==> src/hdl/assert_macros.svh <==
// ----------------------------------------------------------------------------
// Assertion macros
// Clocked property checks used by the RTL; compiled out with ASSERT_OFF.
// ----------------------------------------------------------------------------
`ifndef ASSERT_MACROS_SVH
`define ASSERT_MACROS_SVH

`ifndef ASSERT_OFF

// Property must hold at every rising edge outside reset
`define ASSERT_CLK(label, clk, rst, prop, msg) \
   label: assert property (@(posedge clk) disable iff (rst) (prop)) else $error(msg);

// Expression must never be true outside reset
`define ASSERT_NEVER(label, clk, rst, expr, msg) \
   label: assert property (@(posedge clk) disable iff (rst) !(expr)) else $error(msg);

`else

`define ASSERT_CLK(label, clk, rst, prop, msg)
`define ASSERT_NEVER(label, clk, rst, expr, msg)

`endif

`endif

==> src/hdl/tmfp_pkg.sv <==
// ----------------------------------------------------------------------------
// tmfp_pkg
// Types and constants of the text message frame parser.
// ----------------------------------------------------------------------------
`default_nettype none

package tmfp_pkg;

   localparam logic [7:0] CH_NL    = 8'h0A;
   localparam logic [7:0] CH_COLON = 8'h3A;
   localparam logic [7:0] CH_NUL   = 8'h00;

   typedef enum logic [5:0] {
      PH_CMD   = 6'b000001,
      PH_LINE  = 6'b000010,
      PH_KEY   = 6'b000100,
      PH_VALUE = 6'b001000,
      PH_BODY  = 6'b010000,
      PH_AFTER = 6'b100000
   } phase_type;

   typedef enum logic [1:0] {
      ERR_NONE    = 2'd0,
      ERR_NOCOLON = 2'd1,
      ERR_EARLY   = 2'd2
   } err_type;

   localparam logic [2:0] CLS_CMD     = 3'd0;
   localparam logic [2:0] CLS_KEY     = 3'd1;
   localparam logic [2:0] CLS_VALUE   = 3'd2;
   localparam logic [2:0] CLS_BODY    = 3'd3;
   localparam logic [2:0] CLS_DELIM   = 3'd4;
   localparam logic [2:0] CLS_DISCARD = 3'd5;

   localparam logic [2:0] ST_BUSY    = 3'd0;
   localparam logic [2:0] ST_OK      = 3'd1;
   localparam logic [2:0] ST_NOCOLON = 3'd2;
   localparam logic [2:0] ST_EARLY   = 3'd3;
   localparam logic [2:0] ST_NO_NL   = 3'd4;

   typedef struct packed {
      logic [2:0] byte_class;
      logic       frame_done;
      logic [2:0] status;
   } label_type;

endpackage

`default_nettype wire

==> src/hdl/text_message_frame_parser.sv <==
// ----------------------------------------------------------------------------
// text_message_frame_parser
// Labels each received byte of a text message frame (command, header key,
// header value, body, delimiter, discarded) and reports the frame status on
// the frame's final byte.
//
// Usage:
//   Input channel req_valid/req_ready carries one byte per beat on
//   req_rx_byte. Result channel rsp_valid/rsp_ready returns exactly one beat
//   per input beat: the byte on rsp_out_byte with rsp_byte_class,
//   rsp_frame_done and rsp_status.
//   From input beat to result beat the byte passes one input register,
//   the byte classifier and one result register. Throughput is one byte per
//   cycle while rsp_ready stays high, set by the phase update in the classifier.
//   While rsp_ready is low the result register holds and the input register
//   takes one more byte; req_ready then drops until the result moves on.
//   Synchronous reset empties both registers, returns to the command line
//   phase and clears the pending error.
// ----------------------------------------------------------------------------
`default_nettype none

`include "assert_macros.svh"

module text_message_frame_parser (
   input  wire  logic       clock,
   input  wire  logic       reset,
   input  wire  logic       req_valid,
   output       logic       req_ready,
   input  wire  logic [7:0] req_rx_byte,
   output       logic       rsp_valid,
   input  wire  logic       rsp_ready,
   output       logic [7:0] rsp_out_byte,
   output       logic [2:0] rsp_byte_class,
   output       logic       rsp_frame_done,
   output       logic [2:0] rsp_status
);
   import tmfp_pkg::*;

   logic       in_valid_ff, in_valid_in;
   logic [7:0] in_byte_ff;
   logic       out_valid_ff, out_valid_in;
   logic [7:0] out_byte_ff;
   label_type  out_label_ff;
   phase_type  phase_ff, phase_in;
   err_type    err_ff, err_in;

   label_type  label;
   phase_type  phase_next;
   err_type    err_next;
   logic       advance;

   tmfp_classify u_classify (
      .phase      (phase_ff),
      .pend_err   (err_ff),
      .rx_byte    (in_byte_ff),
      .label      (label),
      .phase_next (phase_next),
      .err_next   (err_next)
   );

   // move the held byte into the result register when it is free
   assign advance   = in_valid_ff && (!out_valid_ff || rsp_ready);
   assign req_ready = !in_valid_ff || advance;

   always_comb begin
      in_valid_in  = in_valid_ff;
      out_valid_in = out_valid_ff;
      phase_in     = phase_ff;
      err_in       = err_ff;
      if (out_valid_ff && rsp_ready) out_valid_in = 1'b0;
      if (advance) begin
         out_valid_in = 1'b1;
         in_valid_in  = 1'b0;
         phase_in     = phase_next;
         err_in       = err_next;
      end
      if (req_valid && req_ready) in_valid_in = 1'b1;
   end

   always_ff @(posedge clock) begin
      if (reset) begin
         in_valid_ff  <= 1'b0;
         out_valid_ff <= 1'b0;
         phase_ff     <= PH_CMD;
         err_ff       <= ERR_NONE;
      end else begin
         in_valid_ff  <= in_valid_in;
         out_valid_ff <= out_valid_in;
         phase_ff     <= phase_in;
         err_ff       <= err_in;
      end
   end

   always_ff @(posedge clock) begin
      if (req_valid && req_ready) in_byte_ff <= req_rx_byte;
      if (advance) begin
         out_byte_ff  <= in_byte_ff;
         out_label_ff <= label;
      end
   end

   assign rsp_valid      = out_valid_ff;
   assign rsp_out_byte   = out_byte_ff;
   assign rsp_byte_class = out_label_ff.byte_class;
   assign rsp_frame_done = out_label_ff.frame_done;
   assign rsp_status     = out_label_ff.status;

   `ASSERT_CLK(a_frame_end_rearms, clock, reset, advance && label.frame_done |=> phase_ff == PH_CMD && err_ff == ERR_NONE, "parser not rearmed after frame end")
   `ASSERT_CLK(a_busy_until_done, clock, reset, out_valid_ff && !out_label_ff.frame_done |-> out_label_ff.status == ST_BUSY, "status reported before frame end")
   `ASSERT_CLK(a_discard_is_no_nl, clock, reset, out_valid_ff && out_label_ff.byte_class == CLS_DISCARD |-> out_label_ff.frame_done && out_label_ff.status == ST_NO_NL, "discarded byte without error end")
   `ASSERT_CLK(a_held_byte_kept, clock, reset, in_valid_ff && !advance |=> in_valid_ff && $stable(in_byte_ff), "held input byte lost")

endmodule

`default_nettype wire

==> src/hdl/tmfp_classify.sv <==
// ----------------------------------------------------------------------------
// tmfp_classify
// Labels one byte from the current parse phase and pending error, and gives
// the phase and pending error that follow it.
// ----------------------------------------------------------------------------
`default_nettype none

module tmfp_classify (
   input  wire  tmfp_pkg::phase_type phase,
   input  wire  tmfp_pkg::err_type   pend_err,
   input  wire  logic [7:0]          rx_byte,
   output       tmfp_pkg::label_type label,
   output       tmfp_pkg::phase_type phase_next,
   output       tmfp_pkg::err_type   err_next
);
   import tmfp_pkg::*;

   logic is_nl;
   logic is_nul;
   logic is_colon;
   logic set_early;

   assign is_nl    = (rx_byte == CH_NL);
   assign is_nul   = (rx_byte == CH_NUL);
   assign is_colon = (rx_byte == CH_COLON);

   // first error wins
   assign set_early = is_nul && (pend_err == ERR_NONE);

   always_comb begin
      label.byte_class = CLS_DELIM;
      label.frame_done = 1'b0;
      label.status     = ST_BUSY;
      phase_next       = phase;
      err_next         = pend_err;
      case (phase)
         PH_LINE: begin
            if (is_nl) begin
               phase_next = PH_BODY;
            end else if (is_nul) begin
               phase_next = PH_AFTER;
               if (set_early) err_next = ERR_EARLY;
            end else if (is_colon) begin
               phase_next = PH_VALUE;
            end else begin
               label.byte_class = CLS_KEY;
               phase_next       = PH_KEY;
            end
         end
         PH_KEY: begin
            if (is_nl) begin
               phase_next = PH_LINE;
               if (pend_err == ERR_NONE) err_next = ERR_NOCOLON;
            end else if (is_nul) begin
               phase_next = PH_AFTER;
               if (set_early) err_next = ERR_EARLY;
            end else if (is_colon) begin
               phase_next = PH_VALUE;
            end else begin
               label.byte_class = CLS_KEY;
            end
         end
         PH_VALUE: begin
            if (is_nl) begin
               phase_next = PH_LINE;
            end else if (is_nul) begin
               phase_next = PH_AFTER;
               if (set_early) err_next = ERR_EARLY;
            end else begin
               label.byte_class = CLS_VALUE;
            end
         end
         PH_BODY: begin
            if (is_nul) begin
               phase_next = PH_AFTER;
            end else begin
               label.byte_class = CLS_BODY;
            end
         end
         PH_AFTER: begin
            label.frame_done = 1'b1;
            if (is_nl) begin
               case (pend_err)
                  ERR_NOCOLON: label.status = ST_NOCOLON;
                  ERR_EARLY:   label.status = ST_EARLY;
                  default:     label.status = ST_OK;
               endcase
            end else begin
               label.byte_class = CLS_DISCARD;
               label.status     = ST_NO_NL;
            end
            phase_next = PH_CMD;
            err_next   = ERR_NONE;
         end
         default: begin
            // command line
            if (is_nl) begin
               phase_next = PH_LINE;
            end else if (is_nul) begin
               phase_next = PH_AFTER;
               if (set_early) err_next = ERR_EARLY;
            end else begin
               label.byte_class = CLS_CMD;
               phase_next       = PH_CMD;
            end
         end
      endcase
   end

endmodule

`default_nettype wire

==> config.mk <==
export PLATFORM = sky130hd
export DESIGN_NAME = text_message_frame_parser
export DESIGN_NICKNAME = d
export VERILOG_FILES = /design/src/hdl/tmfp_pkg.sv /design/src/hdl/text_message_frame_parser.sv /design/src/hdl/tmfp_classify.sv
export VERILOG_INCLUDE_DIRS = /design/src /design/src/hdl
export SDC_FILE = /design/constraint.sdc
export NUM_CORES = 1
export LEC_CHECK = 0
export BUFFER_PORTS_ARGS = -buffer_cell sky130_fd_sc_hd__buf_4
export CAP_MARGIN = 20
export CORE_MARGIN = 4
export CORE_UTILIZATION = 54
export DETAILED_ROUTE_END_ITERATION = 8
export PLACE_DENSITY_LB_ADDON = 0.1
export SETUP_SLACK_MARGIN = 0.3
export SLEW_MARGIN = 25
export SYNTH_ARGS = -nofsm -noshare
export SYNTH_HDL_FRONTEND = slang
export SYNTH_HIERARCHICAL = 1
export SYNTH_SLANG_ARGS = --single-unit
==> constraint.sdc <==
create_clock -name clock -period 2.17 [get_ports clock]
set_input_delay 0.651 -clock clock [delete_from_list [all_inputs] [get_ports clock]]
set_output_delay 0.651 -clock clock [all_outputs]
set_load 0.05 [all_outputs]
==> flow_summary.json <==
{
  "status": "completed",
  "dp_hpwl_um": 2008,
  "worst-slew-pin-transition_ps": 443.0,
  "syn-num-nets": 147,
  "final_common_cell": "buf_4",
  "synthFlopType": "edfxtp_1",
  "yosysTopAreaCellShare_pct": 43.19,
  "syn-cell-area_um2": 1599,
  "p_sw_share_pct": 25.04,
  "grt.overflow.total": 0,
  "hold_viol": 0,
  "antenna_found_initial": 0,
  "dr_total_vias": 1081,
  "synth_top_family_by_area": "simple AND/OR/NAND/NOR gates",
  "syn_area_per_cell_um2": 12.11,
  "ff_latch_area_um2": 892.1,
  "track_usage_pct": 14.84,
  "required_ps": 1520,
  "fin_setup_tns_ps": 0,
  "worstRegToRegCells": 6,
  "core_area_um2": 2781,
  "final_area_um2": 1904,
  "yosys.area.top_type": "edfxtp_1",
  "leakage_nw": 0.7836,
  "startpoint_type": "input port",
  "ios": 29,
  "p_seq_share_pct": 62.2,
  "nFillCells": 215,
  "synth-async-reset-ratio_pct": 0,
  "drtPass1Iterations": 4,
  "hold_path.class": "in2reg",
  "synth-simple-area-share_pct": 22.14,
  "drive_above_1_share_pct": 29.52,
  "drv_cap": 0,
  "die_h_um": 62.42,
  "synth-compound-area-share_pct": 7.981,
  "critical_path_class": "in2out",
  "gp_congestion": 0.8847,
  "final_nets": 180,
  "place_inst": 189,
  "synth_mux_area_share_pct": 5.634,
  "grt_use_met3_pct": 4.676,
  "power_frac_comb_pct": 10.9,
  "synthDistinctLibCells": 42,
  "finalMaxSlewViolations": 0,
  "crit_path_max_fanout": 4,
  "die_w_um": 62.42,
  "synthXorXnorAreaFrac_pct": 2.739,
  "portBuffers": 28,
  "final_cell_count_no_fill": 197,
  "die-area_um2": 3896,
  "h-tree-depth": 2,
  "setup_viol_count_final": 0,
  "worst_hold_path.num_cells": 1,
  "finClkSkew_ps": 7.822,
  "avgViaCountPerCell": 5.487,
  "ant_nets": 0,
  "yosys.area_share.adder_pct": 2.347,
  "area_growth_pct": 19.09,
  "synth_edf_count": 23,
  "power.total_mw": 1.151,
  "cts_buffers": 5,
  "timing.final.crit_share_pct": 83.70,
  "ys_seq_area_share_pct": 55.71,
  "wl_um": 2810,
  "clock_latency_ps": 330,
  "power.switching_mw": 0.2881,
  "grt_pass1_wl_um": 4623,
  "max_freq_mhz": 550.6,
  "layout_common_cells": "30 x buf_4, 23 x edfxtp_1, 14 x nand2b_1, 10 x nor2_1",
  "arrival_ps": 1170,
  "cts_buffer_depth": 2,
  "met2_usage_pct": 22.80,
  "ir_drop_uv": 622.6,
  "ys_ff_latch": 33,
  "top_usage_layer": "met2",
  "place_area_um2": 1834,
  "grtUsageMet1_pct": 18.55,
  "rows": 19,
  "dp_slack_ps": 329.7,
  "wl_per_cell_um": 14.26,
  "p_per_area_nw_per_um2": 604.2,
  "max_slew_margin_pct": 70.22,
  "fin_ws_ps": 353.8,
  "cts-root-buf": "clkbuf_4",
  "drt_iter0_drc": 24,
  "grt_max_degree": 24,
  "fin_crit_ps": 1816,
  "cts_tree": "yes",
  "end_kind": "primary output",
  "yosys_warnings": 6,
  "antennaDiodeCount": 0,
  "power_frac_clock_pct": 26.9,
  "drc_errors": 0,
  "synth.area.top_cells": "edfxtp_1 43%, dfxtp_1 13%, mux2i_1 5.6%",
  "internal_power_mw": 0.8625,
  "multi_input_area_um2": 668.1,
  "grt_setup_unrepaired": "yes",
  "grt_pass1_vias": 1040,
  "start_util_pct": 57.49,
  "cts_sinks": 33,
  "clkTransAtPathRegs_ps": 90,
  "post-cts-setup-buffers": 0,
  "netlist_instances": 132
}
[registers in the layout, indices dropped and copies added (netlist names)]
register        cells
err_ff              2
rsp_frame_done      1
rsp_byte_class      3
phase_ff            6
rsp_out_byte        8
rsp_valid           1
in_valid_ff         1
in_byte_ff          8
rsp_status          3
[repair_timing]
action,in CTS,in global routing
hold buffers,0,0
gates resized for setup,0,4
endpoints found under the setup margin,0,4
[kinds of logic after synthesis]
family | count (synthesis)
xor gates and xnor gates | 5
muxes | 9
buffers and inverters | 10
DFF | 33
AOI/OAI and AO/OA | 18
adders and majority gates | 3
and+or+nand+nor | 54
[path summary, 6_finish.rpt]
kind | endpoint | from | slack, ps
worst max-delay path | req_ready | rsp_ready | 350
worst min-delay path | in_byte_ff[6] | req_rx_byte[6] | 490
worst max register to register | phase_ff[3] | in_byte_ff[1] | 370
worst min register to register | err_ff[0] | err_ff[0] | 520
[cell usage after synthesis, drive strengths merged, types with 4 or more instances]
| cell | number |
|---|---|
| inv | 5 |
| nand2 | 9 |
| buf | 5 |
| nor3 | 4 |
| dfxtp | 10 |
| mux2i | 9 |
| nand2b | 14 |
| nor2 | 10 |
| o21ai | 6 |
| edfxtp | 23 |
[power by group through the flow]
stage | sequential [mW] | clock [mW] | combinational, mW
2_1_floorplan | 0.770 | 0 | 0.0364
3_3_place_gp | 0.726 | 0 | 0.122
3_5_place_dp | 0.728 | 0 | 0.124
4_1_cts | 0.713 | 0.323 | 0.125
5_1_grt | 0.719 | 0.348 | 0.131
6_report | 0.716 | 0.310 | 0.125
[critical path: stages]
cell,delay (ps)
buf_4,120
nor2b_4,140
nand2_1,100
buf_6,160
[per-stage QoR]
stage	hold slack, ps	utilization [%]
after floorplan	444.9	-
after global placement	489.8	65.95
after detailed placement	501.0	65.95
after CTS	481.5	67.75
after global routing	471.8	68.47
final	494.7	68.47
[final cells by class]
| type | count | share of cell area, % |
|---|---|---|
| flip-flops and latches | 33 | 46.85 |
| well taps | 31 | 2.037 |
| inverters | 5 | 0.9855 |
| multi-input cells | 89 | 35.09 |
| repair buffers | 31 | 12.42 |
| clock inverters | 3 | 0.6570 |
| clock buffers | 5 | 1.971 |
[routing by layer]
layer,up-vias,routed length [um]
met4,0,65
met2,38,1276
li1,548,-
met1,488,1265
met5,-,0
met3,7,203
No activity file was read; power rests on OpenSTA's default activity.
